===== config.mk =====
export PLATFORM = sky130hd
export DESIGN_NAME = tvdl_lane
export DESIGN_NICKNAME = d
export VERILOG_FILES = /design/src/hdl/tvdl_pkg.sv /design/src/hdl/tvdl_lane.sv
export SDC_FILE = /design/constraint.sdc
export NUM_CORES = 1
export LEC_CHECK = 0
export ABC_CLOCK_PERIOD_IN_PS = 7500
export BUFFER_PORTS_ARGS = -buffer_cell sky130_fd_sc_hd__clkbuf_2
export CORE_ASPECT_RATIO = 0.5
export CORE_MARGIN = 2
export CORE_UTILIZATION = 47
export CTS_CLUSTER_DIAMETER = 80
export DETAILED_ROUTE_END_ITERATION = 16
export HOLD_SLACK_MARGIN = 0.1
export PLACE_DENSITY = 0.78
export SETUP_SLACK_MARGIN = 0.05
export SLEW_MARGIN = 10
export SYNTH_ARGS = -nofsm -noshare
export SYNTH_HDL_FRONTEND = slang
export SYNTH_SLANG_ARGS = --single-unit
export TNS_END_PERCENT = 50

===== constraint.sdc =====
create_clock -name clk -period 7.5 [get_ports clk]
set_clock_uncertainty 0.2 [all_clocks]
set_input_delay 1.125 -clock clk [delete_from_list [all_inputs] [get_ports clk]]
set_output_delay 1.125 -clock clk [all_outputs]
set_load 0.005 [all_outputs]

===== src/hdl/tvdl_pkg.sv =====
package tvdl_pkg;

    localparam int COORD_W = 20;
    localparam int TOL_W   = 8;
    localparam int LANES   = 3;

    localparam logic [TOL_W-1:0] TOL_RESET = 8'd16;

    localparam logic [1:0] OP_CLEAR  = 2'd0;
    localparam logic [1:0] OP_APPEND = 2'd1;
    localparam logic [1:0] OP_QUERY  = 2'd2;

    typedef logic signed [COORD_W-1:0] coord_t;

    typedef struct packed {
        coord_t x;
        coord_t y;
        coord_t z;
    } point_t;

    typedef struct packed {
        coord_t x;
        coord_t y;
    } vert_t;

    typedef struct packed {
        logic start;
        logic valid;
    } lane_ctl_t;

    typedef struct packed {
        logic   found;
        point_t hit;
        vert_t  vert;
    } lane_res_t;

endpackage


===== src/hdl/tvdl_lane.sv =====
module tvdl_lane (
    input  logic                          clk,
    input  logic                          rst_n,
    input  tvdl_pkg::lane_ctl_t           ctl,
    input  tvdl_pkg::vert_t               vert,
    input  tvdl_pkg::point_t              entry,
    input  logic [tvdl_pkg::TOL_W-1:0]    tol,
    output tvdl_pkg::lane_res_t           res
);

    localparam int DW = tvdl_pkg::COORD_W + 1;

    logic             found_reg;
    logic             found_next;
    tvdl_pkg::point_t hit_reg;
    tvdl_pkg::point_t hit_next;
    tvdl_pkg::vert_t  vert_reg;
    tvdl_pkg::vert_t  vert_next;

    logic signed [DW-1:0] dx;
    logic signed [DW-1:0] dy;
    logic signed [DW-1:0] tol_s;
    logic                 hit;

    always_comb
    begin
        tol_s = signed'({{(DW - tvdl_pkg::TOL_W){1'b0}}, tol});
        dx    = signed'({vert_reg.x[tvdl_pkg::COORD_W-1], vert_reg.x})
              - signed'({entry.x[tvdl_pkg::COORD_W-1], entry.x});
        dy    = signed'({vert_reg.y[tvdl_pkg::COORD_W-1], vert_reg.y})
              - signed'({entry.y[tvdl_pkg::COORD_W-1], entry.y});
        hit   = (dx <= tol_s) && (dx >= -tol_s) && (dy <= tol_s) && (dy >= -tol_s);
    end

    always_comb
    begin
        found_next = found_reg;
        hit_next   = hit_reg;
        vert_next  = vert_reg;
        if (ctl.start)
        begin
            found_next = 1'b0;
            vert_next  = vert;
        end
        else if (ctl.valid && !found_reg && hit)
        begin
            // first hit in load order wins
            found_next = 1'b1;
            hit_next   = entry;
        end
    end

    always_ff @(posedge clk or negedge rst_n)
    begin
        if (!rst_n)
        begin
            found_reg <= 1'b0;
        end
        else
        begin
            found_reg <= found_next;
        end
    end

    always_ff @(posedge clk)
    begin
        hit_reg  <= hit_next;
        vert_reg <= vert_next;
    end

    assign res.found = found_reg;
    assign res.hit   = hit_reg;
    assign res.vert  = vert_reg;

endmodule


Word-level counts from Yosys, hierarchy flattened
Index checks and enable logic that the tools add are counted.
Widths: inputs -> output; s select.
{"block": "op_classes", "add_sub_neg": 3, "n_lt_le_gt_ge": 4, "muxes": 2, "bitwise": 1, "reduce_logical": 8}
{"operator": "$ge 21x21->1", "count": 2}
{"operator": "$le 21x9->1", "count": 2}
{"operator": "$sub 20x20->21", "count": 2}
{"operator": "$neg 8->21", "count": 1}
{"operator": "$logic_and 1x1->1", "count": 5}
{"operator": "$mux 1", "count": 2}
{"operator": "$reduce_and 2->1", "count": 1}
{"operator": "$reduce_bool 2->1", "count": 1}
{"operator": "$logic_not 1->1", "count": 1}
{"operator": "$not 1->1", "count": 1}
{"block": "word_totals", "register_bits": 101}

Depth between registers and ports, before layout
{"block": "depth", "word_depth": 8, "mapped_depth": 20}

Worst setup path before layout
OpenSTA, ideal clock, no wires.
{"block": "synth_path", "path_type": "input to register", "startpoint": "input port entry[20] in the netlist's numbering", "endpoint": "register hit_reg (netlist bit res[40]) (enable)", "setup_time_ns": 0.552, "t_arrival_ns": 8.091, "t_required_ns": 6.748, "setup_slack_ns": -1.343, "cell_stages": 19, "cell_sequence": "ha_1 > fa_1 > nor2b_1 > o21bai_1 > a2111oi_0 > nor3b_1 > nand2b_1 > a41oi_1 > inv_1 > ha_1 > nand4_1 > nor2_1 > nand2_1 > a21oi_1 > a211oi_1 > mux2i_1 > a21oi_1 > o21ai_0 > nor3_1"}
{"block": "synth_via", "elab_chain_len": 6, "word_cells_on_any_way": 7, "classes_between": "add/sub: 1; order compare: 2; reduce/logical: 4"}
{"item": "from (decl)", "line": "tvdl_lane.sv:6", "text": "input tvdl_pkg::point_t entry,"}
{"item": "$sub 20x20->21 *", "line": "tvdl_lane.sv:31", "text": "- signed'({entry.y[tvdl_pkg::COORD_W-1], entry.y});"}
{"item": "$le 21x9->1", "line": "tvdl_lane.sv:32", "text": "hit = (dx <= tol_s) && (dx >= -tol_s) && (dy <= tol_s) && (dy >= -tol_s);"}
{"item": "$logic_and 1x1->1", "line": "tvdl_lane.sv:32"}
{"item": "$logic_and 1x1->1 *", "line": "tvdl_lane.sv:32"}
{"item": "$logic_and 1x1->1 *", "line": "tvdl_lane.sv:45", "text": "else if (ctl.valid && !found_reg && hit)"}
{"item": "$reduce_and 2->1 (no source line) *"}
{"item": "to (signal assigned)", "line": "tvdl_lane.sv:67", "text": "hit_reg <= hit_next;"}
{"item": "to (decl)", "line": "tvdl_lane.sv:15", "text": "tvdl_pkg::point_t hit_reg;"}
Every way passes the cells marked *; elsewhere a longest branch is shown, timed or not.
A chain may end at the register's enable or synchronous reset.

Worst setup path after layout
{"block": "layout_path", "startpoint": "input port entry[43] in the netlist's numbering", "endpoint": "register hit_reg (netlist bit res[51]) (enable)"}
{"block": "layout_via", "elab_chain_len": 7, "word_cells_on_any_way": 8, "classes_between": "add/sub: 1; order compare: 2; reduce/logical: 5"}
{"item": "$sub 20x20->21 *", "line": "tvdl_lane.sv:29", "text": "- signed'({entry.x[tvdl_pkg::COORD_W-1], entry.x});"}
{"item": "$le 21x9->1 / $ge 21x21->1 (equally long branches)", "line": "tvdl_lane.sv:32"}
{"item": "$logic_and 1x1->1 * (3 in a row)", "line": "tvdl_lane.sv:32"}
{"item": "$logic_and 1x1->1 *", "line": "tvdl_lane.sv:45"}
{"item": "$reduce_and 2->1 (no source line) *"}
Marks and branches as above.

==> flow_summary.ini <==
[status]
outcome = complete, no violations

[clock_tree]
clockBufferDepth = 2
clk_latency_ps = 350
path_clk_slew_ps = 70
cts_root_buffer = clkbuf_16
postCtsHoldBufs = 0
post_cts_buffers = 0
cts_tree = yes
cts_sinks = 101
htree_num_levels = 3
cts_buffers = 9
ctsResizeCount = 0

[setup_path]
crit_fanout = 32
end_kind = flip-flop
worstSetupPathType = input pin to flip-flop
crit_chain = clkbuf_2, inv_1, ha_1, o211ai_1, a21oi_1, a211oi_1, o21ai_0, o21ai_0, xnor2_1, ha_1, and4_1, a2111oi_0, nand2_1, o32a_1, maj3_1, o21ai_0, nor3_4, buf_4
cp.required_ps = 7360
slowest_stage = a211oi_1
slowest_delay_ps = 630
critPathLaunchType = input pin
cp.arrival_ps = 5780
worst_path_most_repeated_cell = o21ai_0

[sta]
setup_ws_ps = 1570
tightest_slew_ps = 1050
slew_violations = 0
relSlewSlack = 0.295
final_hold_viol_count = 0
clock.fmax_mhz = 169
fin_crit_ps = 5930
setup_viol = 0
rsz0062_at_grt = false
finalSetupTns_ps = 0
min_period_over_period = 0.790

[route]
drc_errors = 0
drt_iter0_drc = 388
wl_per_cell_um = 15.9
vias_per_cell = 5.32
dr_total_vias = 5484
wl_um = 16300
postRouteAntennaNets = 0
dr.pass1.iters = 5

[final_layout]
n_fill_cell = 1163
nNetsFinal = 1044
largest_reg_flops = 100
final_cell_mix = clkbuf_2, edfxtp_1, ha_1
layout-drive-gt1-share = 0.290
antenna_cells = 0
syn_to_final_growth_pct = 24.1
mostFrequentLayoutCell = clkbuf_2

[global_route]
grt_pass1_wl_um = 25700
antenna_found_initial = 0
grtUsageTotal = 0.214
grt_max_degree = 43
grt-ovfl-total = 0
first_global_vias = 5098

[synth]
synth_largest_area_cell = edfxtp_1
yosys_warnings = 0
ys.flop_type = edfxtp_1
syn_avg_cell_area_um2 = 10.9
yosysTopAreaCellShare = 0.449
synth_nets = 825
ys_types = 63
synth_edf_count = 100
ys_async_sr_fraction = 0.00990
syn_inst = 614
ys_ff_latch = 101
ys_top_cells_by_area = edfxtp_1, ha_1, xnor2_1
seq_area_frac_synth = 0.453
synth_area_mm2 = 0.00669

[place]
place.detailed.hpwl_um = 13000
port-buffer-count = 212
pre_cts_slack_ps = 1330
place_congestion = 0.872

[floorplanning]
io_pins = 213
core_area_mm2 = 0.0137
die_area_mm2 = 0.0153
die_h_um = 88.4
die_x_um = 173
row_count = 30
initial_core_util = 0.487

[pwr]
p_per_area_mw_per_mm2 = 197
ir_worst_vdd_mv = 0.102
p_leak_nw = 3.89

[run]
max_cap_viol_count = 0

[min_path]
hold_path.class = input pin to async pin
==> Yosys cell counts, types with 11 or more instances <==
master and instances:
nand2_1 30, nor2_1 32, edfxtp_1 100, xnor2_1 29, o21ai_0 29, inv_1 65
a21oi_1 50, a21o_1 15, ha_1 97, nor2b_1 15, nand4_1 11
==> final timing paths <==
kind                           start         to  slack [ps]  cells past startpoint
setup / recovery           entry[43]    res[51]        1570                     18
hold / removal                 rst_n  found_reg         330                      1
setup reg to reg             res[20]    res[51]        2000                     18
hold reg to reg            found_reg  found_reg         370                      2
max in group asynchronous      rst_n  found_reg        6690                      1
min in group clk           found_reg  found_reg         370                      2
==> area by class of cell <==
cell class | count | area [um^2] | share of cell area
inverters | 65 | 244 | 0.0294
clock inverters | 7 | 80.1 | 0.00965
multi-input cells | 441 | 3400 | 0.409
repair buffers | 215 | 1080 | 0.131
clock buffers | 9 | 225 | 0.0271
flip-flops and latches | 101 | 3030 | 0.365
well taps | 192 | 240 | 0.0290
==> through the flow <==
| stage | util | cells | power, mW | cell area (um^2) | hold WS (ps) |
|---|---|---|---|---|---|
| after global routing | 0.604 | 1030 | 1.73 | 8300 | 321 |
| after global placement | 0.582 | 1014 | 1.14 | 7990 | 375 |
| after detailed placement | 0.582 | 1014 | 1.15 | 7990 | 372 |
| final | 0.604 | 1030 | 1.63 | 8300 | 330 |
| after floorplan | - | 614 | 0.998 | 6690 | 323 |
| after CTS | 0.604 | 1030 | 1.64 | 8300 | 320 |
==> worst max-delay path: cells and delay by family <==
family | cells | cell delay [ps]
xor+xnor | 1 | 180
compound gates | 8 | 2690
buf+inv | 3 | 410
simple gates | 3 | 380
fa+ha+maj | 3 | 960
==> report_power, final <==
group	switching, mW	internal [mW]	total (mW)
clock network	0.220	0.264	0.484
logic	0.279	0.214	0.492
registers	0.0121	0.646	0.658
total	0.511	1.12	1.63
==> kinds of logic after synthesis <==
| family | Yosys count | synth area share |
|---|---|---|
| flops | 101 | 0.453 |
| xor+xnor | 39 | 0.0511 |
| simple gates | 145 | 0.113 |
| compound gates | 156 | 0.152 |
| mux | 1 | 0.00150 |
| fa+ha+maj | 100 | 0.189 |
| buf+inv | 72 | 0.0410 |
==> routing by layer <==
metal	part of all wire	global-route usage	up-vias
li1	-	-	2742
met1	0.52	0.318	2532
met2	0.41	0.322	195
met3	0.060	0.0468	15
met4	0.010	0.0462	0
met5	0	0	-
No activity file was read; power rests on OpenSTA's default activity.
