## src/hdl/tvdl_pkg.sv

```systemverilog
package tvdl_pkg;

    localparam int COORD_W = 20;
    localparam int TOL_W   = 8;
    localparam int LANES   = 3;

    localparam logic [TOL_W-1:0] TOL_RESET = 8'd16;

    localparam logic [1:0] OP_CLEAR  = 2'd0;
    localparam logic [1:0] OP_APPEND = 2'd1;
    localparam logic [1:0] OP_QUERY  = 2'd2;

    typedef logic signed [COORD_W-1:0] coord_t;

    typedef struct packed {
        coord_t x;
        coord_t y;
        coord_t z;
    } point_t;

    typedef struct packed {
        coord_t x;
        coord_t y;
    } vert_t;

    typedef struct packed {
        logic start;
        logic valid;
    } lane_ctl_t;

    typedef struct packed {
        logic   found;
        point_t hit;
        vert_t  vert;
    } lane_res_t;

endpackage

```

## src/hdl/tvdl_merge.sv

```systemverilog
module tvdl_merge (
    input  tvdl_pkg::lane_res_t res [tvdl_pkg::LANES],
    output tvdl_pkg::point_t    pts [tvdl_pkg::LANES]
);

    always_comb
    begin
        for (int i = 0; i < tvdl_pkg::LANES; i++)
        begin
            // a hit at the origin counts as no hit
            if (res[i].found && (res[i].hit.x != '0 || res[i].hit.y != '0))
            begin
                pts[i] = res[i].hit;
            end
            else
            begin
                pts[i].x = res[i].vert.x;
                pts[i].y = res[i].vert.y;
                pts[i].z = '0;
            end
        end
    end

endmodule

```

## config.mk

```make
export PLATFORM = sky130hd
export DESIGN_NAME = tvdl_merge
export DESIGN_NICKNAME = d
export VERILOG_FILES = /design/src/hdl/tvdl_pkg.sv /design/src/hdl/tvdl_merge.sv
export SDC_FILE = /design/constraint.sdc
export NUM_CORES = 1
export LEC_CHECK = 0
export BUFFER_PORTS_ARGS = -buffer_cell sky130_fd_sc_hd__buf_4
export CAP_MARGIN = 20
export CORE_AREA = 5 5 186 188
export DETAILED_ROUTE_END_ITERATION = 8
export DIE_AREA = 0 0 191 193
export PLACE_DENSITY = 0.31
export SYNTH_ARGS = -nofsm -noshare
export SYNTH_HDL_FRONTEND = slang
export SYNTH_SLANG_ARGS = --single-unit
```

## constraint.sdc

```tcl
create_clock -name vclk -period 2.6
set_clock_uncertainty 0.15 [all_clocks]
set_input_delay 0.26 -clock vclk [all_inputs]
set_output_delay 0.26 -clock vclk [all_outputs]
set_load 0.1 [all_outputs]
```

# After elaboration in Yosys (flattened, before gate mapping)
# Cells that the tools add are included.
[word_totals] ff_bits=0 mem_bits_ro=0 ram_bits=0 out_inout_bits=180 mem_count=0 latchBits=0 wordCells=15 in_bits=303
[classes] muxes=3 n_lt_le_gt_ge=0 bitwise=0 n_shift=0 n_div=0 mul=0 n_eq_ne=0 reduce_logical=12 n_addsub=0
[op_table] op="$mux 60" n=3
[op_table] op="$reduce_bool 20->1" n=6
[op_table] op="$logic_and 1x1->1" n=3
[op_table] op="$logic_or 1x1->1" n=3

# Depth between registers and ports, before layout
# Gate-level depths: netlist of run 1.
[depth] depth_word=4 mapped_depth=6 mapped_depth_nobuf=4

# Least setup slack after synthesis of run 1
# Ideal clock, no wire load.
[synth_path] path_type="input to output" startpoint="input res[74] (netlist bit)" endpoint="output pts[0] (netlist bit)" arrival_time_ns=2.112 setup_slack_ns=0.078 required_ns=2.190 path_buffers=2 cell_stages=6 cell_sequence="nor4_1 > nand4_1 > o31ai_4 > buf_6 > buf_4 > nor2_1"
[synth_rtl] item="start, declared" line="tvdl_merge.sv:2" rtl="input tvdl_pkg::lane_res_t res [tvdl_pkg::LANES],"
[synth_rtl] item="end, declared" line="tvdl_merge.sv:3" rtl="output tvdl_pkg::point_t pts [tvdl_pkg::LANES]"

==> impl_results.md, run 1 <==
* Status: completed
* WL final at 20540 um
* Most common cell in the synthesized netlist: mux2_2
* Largest net degree at the start of global routing at 23
* Distinct cell type count after synthesis at 11
* GPL Wtd Cong at 0.7764
* Final nets at 1102
* CP max stage cell: nor4_1
* CP Cell Sequence: buf_4 -> nor4_1 -> nand4_1 -> o31ai_4 -> buf_4 -> bufbuf_16 -> mux2_4 -> buf_6
* Power Internal at 802.7 uW
* Max Slew Vio Count at 0
* Total number of vias at 4075
* Max-Cap Viols at 0
* Sequential cells at 0
* Number of vias per cell at 3.273
* Final-report hold violation count at 0
* Dpl hpwl at 18300 um
* Fmax at 390.7 MHz
* Worst Path Arrival at 2.15 ns
* CP Data Required Time at 2.19 ns
* Initial DRC Count at 63
* Layout cell share with drive strength beyond 1 at 81.81%
* Hold_ws at 0.7477 ns
* Max incr delay on CP at 0.36 ns
* Seq pwr share at 0%
* Fraction of the cycle the final worst path needs at 98.44%
* N_diodes at 0
* Final antenna-violating net count at 0
* Vias in the first global route at 4294
* Top area cells in the synthesized netlist: mux2_2, mux2_4, inv_1
* Switching Power at 1.812 mW
* Maximum vdd drop at 143.3 uV
* Initial Utilization at 7.383%
* Lkg Pwr at 3.728 nW
* DP Worst Slack at -0.1612 ns
* Placeable Area at 32950 um2
* CLK BUF at 0
* Hold/Removal Path Class: in2out
* Rows at 67
* Startpoint types: primary input
* Fill cell count at 3744
* FF/Latch Area at 0 um2
* Initial antenna violation count at 0
* First-pass GRT wire length at 27010 um
* Final setup fails at 0
* Share of the synthesized area in the top cell type at 36.11%
* Worst rel slew slack at 76.83%
* Least-Margin Pin Slew at 0.3444 ns
* Horiz. Die Dim at 191 um
* Synth warn at 0
* # IOs at 483
* CP max FO at 17
* Final setup margin at 0.04058 ns
* RSZ-0062 raised after global routing: true
* Buffers on Ports at 483
* Post-Syn Instances at 300
* Post-synth net total at 603
* Combinational Power Share at 100.0%
* Grt ovf at 0
* Synthesis-to-layout area growth at 192.1%
* Min Tclk post-route at 2.559 ns
* Die ar. at 36860 um2
* Hold Buf Count CTS at 0
* # DRC at 0
* Chip height at 193 um
* PwrDens at 368.0 nW/um2
* Area leader, netlist: mux2_2
* Sw Share at 69.30%
* Avg Cell Area, Syn at 8.108 um2
* Drt pass-1 iters at 4
* Crit path capture type: output port
* Crit path top cell by count: buf_4
* Wire per inst at 16.50 um
* Sequential area share after synthesis at 0%
* Critical path type: in2out
* Post-Syn Area at 2432 um2
* Clock share of power at 0%
* Global Route Usage Sum at 9.476%
* Commonest cells post-synth: mux2_2, inv_1, nor2_1
## critical path: cells and delay by family
kind | cells | cell delay, ns
multiplexers | 1 | 0.32
AO/OA/AOI/OAI | 1 | 0.26
buffers and inverters | 4 | 0.74
AND/OR/NAND/NOR | 2 | 0.57
## per-stage QoR
| step | instance area (um2) | setup TNS, ns | std cells | total power, mW | util, % |
|---|---|---|---|---|---|
| after floorplan | 2432 | 0 | 300 | 1.779 | - |
| after detailed placement | 6654 | -6.902 | 1235 | 2.536 | 20.20 |
| final | 7104 | 0 | 1245 | 2.615 | 21.56 |
| after global placement | 6654 | -12.13 | 1235 | 2.546 | 20.20 |
| after CTS | 6862 | 0 | 1241 | 2.586 | 20.83 |
| after global routing | 7104 | -1.253 | 1245 | 2.698 | 21.56 |
## path summary, 6_finish.rpt
path      from  slack, ns  endpoint  cells past startpoint
max    res[70]       0.04   pts[46]                      8
min   res[251]       0.75  pts[129]                      4
## cells in the final DEF (no fill, tap or decap)
cell type,Yosys,layout
buf_6,12,40
nor4_4,0,3
o31ai_4,3,3
nand4_1,6,6
mux2_1,2,2
buf_4,6,465
buf_8,0,2
nor4_1,30,14
inv_1,60,60
bufbuf_16,0,1
mux2_4,40,41
buf_16,0,1
nand2_1,3,3
nor2_1,60,60
clkbuf_16,0,2
nor4_2,0,13
mux2_2,78,77
buf_12,0,4
## power groups by stage
stage | clock network [mW] | logic (mW) | registers (mW)
after CTS | 0 | 2.59 | 0
after global placement | 0 | 2.55 | 0
after global routing | 0 | 2.70 | 0
after floorplan | 0 | 1.78 | 0
final | 0 | 2.61 | 0
after detailed placement | 0 | 2.54 | 0
## kinds of logic after synthesis
kind of cell,share of synthesized area (%)
AND/OR/NAND/NOR,18.98
buffers and inverters,16.67
multiplexers,61.73
AO/OA/AOI/OAI,2.623
## metal layers
layer / track usage, % / part of all wire, % / vias to the layer above
met5: 0 / 0 / -
met4: 0.4420 / 0.55 / 0
met3: 2.413 / 8.1 / 4
met2: 18.88 / 56 / 212
met1: 10.60 / 35 / 1836
li1: - / - / 2023
## area by class of cell
cell class,count,area (um2),area share [%]
multi-input combinational,222,2157,30.36
inverter,60,225.2,3.170
tap,448,560.5,7.890
timing repair buffer,515,4161,58.58
## repair_timing
action	4_1_cts	5_1_grt
cloned	2	2
pin swaps	4	3
setup buffers	4	2
setup endpoints to repair	141	163
gates resized for setup	27	38
Note: power is estimated with default switching activity, not from simulation.
==> run 2, diff against run 1 <==
--- a/config.mk
+++ b/config.mk
@@ -5,7 +5,7 @@
 export SDC_FILE = /design/constraint.sdc
 export NUM_CORES = 1
 export LEC_CHECK = 0
-export BUFFER_PORTS_ARGS = -buffer_cell sky130_fd_sc_hd__buf_4
+export BUFFER_PORTS_ARGS = -buffer_cell sky130_fd_sc_hd__buf_2
 export CAP_MARGIN = 20
 export CORE_AREA = 5 5 186 188
 export DETAILED_ROUTE_END_ITERATION = 8
==> impl_results.md, run 2 (synthesis gave the netlist of run 1 again) <==
* Combinational Power Share at 100.0% (about the same)
* Crit path top cell by count: buf_6 (was buf_4)
* Max Slew Vio Count at 0 (unchanged)
* TNS Setup at 0 ns (unchanged)
* Chip height at 193 um (unchanged)
* Drt pass-1 iters at 4 (unchanged)
* Final nets at 1130 (was 1102)
* Min Tclk post-route at 2.580 ns (was 2.559 ns)
* # DRC at 0 (unchanged)
* CP max stage cell: mux2_4 (was nor4_1)
* Placeable Area at 32950 um2 (unchanged)
* Max-Cap Viols at 0 (unchanged)
* Switching Power at 1.863 mW (was 1.812 mW)
* CP max FO at 6 (was 17)
* Commonest non-fill, non-tap cell in the layout: buf_2 (was buf_4)
* Final setup fails at 0 (unchanged)
* WL final at 19930 um (was 20540 um)
* Startpoint types: primary input (unchanged)
* Most frequent cells in the layout: buf_2, buf_4, mux2_2 (was buf_4, mux2_2, inv_1, nor2_1, mux2_4)
* Seq pwr share at 0% (about the same)
* First-pass GRT wire length at 25330 um (was 27010 um)
* Worst Path Arrival at 2.17 ns (was 2.15 ns)
* Crit path capture type: output port (unchanged)
* FF/Latch Area at 0 um2 (unchanged)
* Grt ovf at 0 (unchanged)
* Util after Layout at 21.85% (was 21.56%)
* Fmax at 387.6 MHz (was 390.7 MHz)
* CP Cell Sequence: buf_6 -> nor4_4 -> buf_4 -> nand4_1 -> o31ai_4 -> buf_6 -> clkbuf_16 -> buf_6 -> mux2_4 -> buf_12 (was buf_4 -> nor4_1 -> nand4_1 -> o31ai_4 -> buf_4 -> bufbuf_16 -> mux2_4 -> buf_6)
* Dpl hpwl at 16800 um (was 18300 um)
* CP Data Required Time at 2.19 ns (about the same)
* Die ar. at 36860 um2 (unchanged)
* Clock share of power at 0% (about the same)
* Layout cell share with drive strength beyond 1 at 82.42% (was 81.81%)
* Lkg Pwr at 3.894 nW (was 3.728 nW)
* Synthesis-to-layout area growth at 195.9% (was 192.1%)
* Final-report hold violation count at 0 (unchanged)
* # IOs at 483 (unchanged)
* Wire per inst at 15.66 um (was 16.50 um)
* Rows at 67 (unchanged)
* Sequential cells at 0 (unchanged)
* Sw Share at 68.87% (was 69.30%)
* Global Route Usage Sum at 8.678% (was 9.476%)
* Initial antenna violation count at 1 (was 0)
* Max incr delay on CP at 0.31 ns (was 0.36 ns)
* Final antenna-violating net count at 0 (unchanged)
* PwrDens at 375.9 nW/um2 (was 368.0 nW/um2)
* Initial Utilization at 7.383% (unchanged)
* CLK BUF at 0 (unchanged)
* Worst rel slew slack at 65.94% (was 76.83%)
* Least-Margin Pin Slew at 0.5145 ns (was 0.3444 ns)
* Buffers on Ports at 483 (unchanged)
* Horiz. Die Dim at 191 um (unchanged)
* Critical path type: in2out (unchanged)
* Power Internal at 842.3 uW (was 802.7 uW)
* RSZ-0062 raised after global routing: true (unchanged)
* Hold/Removal Path Class: in2out (unchanged)
* N_diodes at 0 (unchanged)
* Status: completed (unchanged)
* Maximum vdd drop at 152.9 uV (was 143.3 uV)
* Fraction of the cycle the final worst path needs at 99.23% (was 98.44%)
* Total number of vias at 4294 (was 4075)
* Initial DRC Count at 58 (was 63)
* Largest net degree at the start of global routing at 23 (unchanged)
* GPL Wtd Cong at 0.8442 (was 0.7764)
* Number of vias per cell at 3.373 (was 3.273)
* Vias in the first global route at 4383 (was 4294)
==> run 2: power by group through the flow <==
stage / clock (mW) / combinational [mW] / sequential, mW
after floorplan: 0 / 1.78 / 0
after CTS: 0 / 2.52 / 0
after global routing: 0 / 2.79 / 0
after detailed placement: 0 / 2.44 / 0
final: 0 / 2.71 / 0
after global placement: 0 / 2.45 / 0
==> run 2: critical path: cells and delay by family <==
kind	cells	cell delay [ns]
compound gates	1	0.26
simple gates	2	0.44
mux	1	0.31
buf+inv	6	0.88
==> run 2: per-stage QoR <==
| stage | cell area (um2) | hold slack (ns) | setup slack, ns | power [mW] | std cells |
|---|---|---|---|---|---|
| floorplan | 2432 | 0.6897 | 0.07817 | 1.779 | 300 |
| finish | 7197 | 0.7577 | 0.02005 | 2.706 | 1273 |
| global route | 7197 | 0.7662 | -0.05658 | 2.790 | 1273 |
| global placement | 6068 | 0.7612 | -0.1965 | 2.449 | 1258 |
| detailed placement | 6068 | 0.7624 | -0.1963 | 2.439 | 1258 |
| CTS | 6369 | 0.7603 | 0.0009557 | 2.516 | 1264 |
==> run 2: final timing paths <==
path / start / to / slack (ns) / cells past startpoint
max: res[272] / pts[168] / 0.02 / 10
min: res[228] / pts[166] / 0.76 / 3
==> run 2: layer usage <==
metal / vias to the layer above / GRT usage, % / wire length (um)
met5: - / 0 / 20
met4: 2 / 1.133 / 456
met3: 27 / 1.963 / 1592
met2: 241 / 16.53 / 10860
met1: 1943 / 10.18 / 7003
li1: 2081 / - / -
==> run 2: final cells by class <==
class / count / area, um2
fillers: 3673 / 25750
inverters: 60 / 225.2
multi-input cells: 222 / 2248
well taps: 448 / 560.5
repair buffers: 543 / 4163
==> run 2: timing repair <==
action,CTS,global route
resized for setup,71,227
pin swaps,3,11
cloned,2,7
setup endpoints to repair,160,158
setup buffers,4,3
hold buffers,0,0
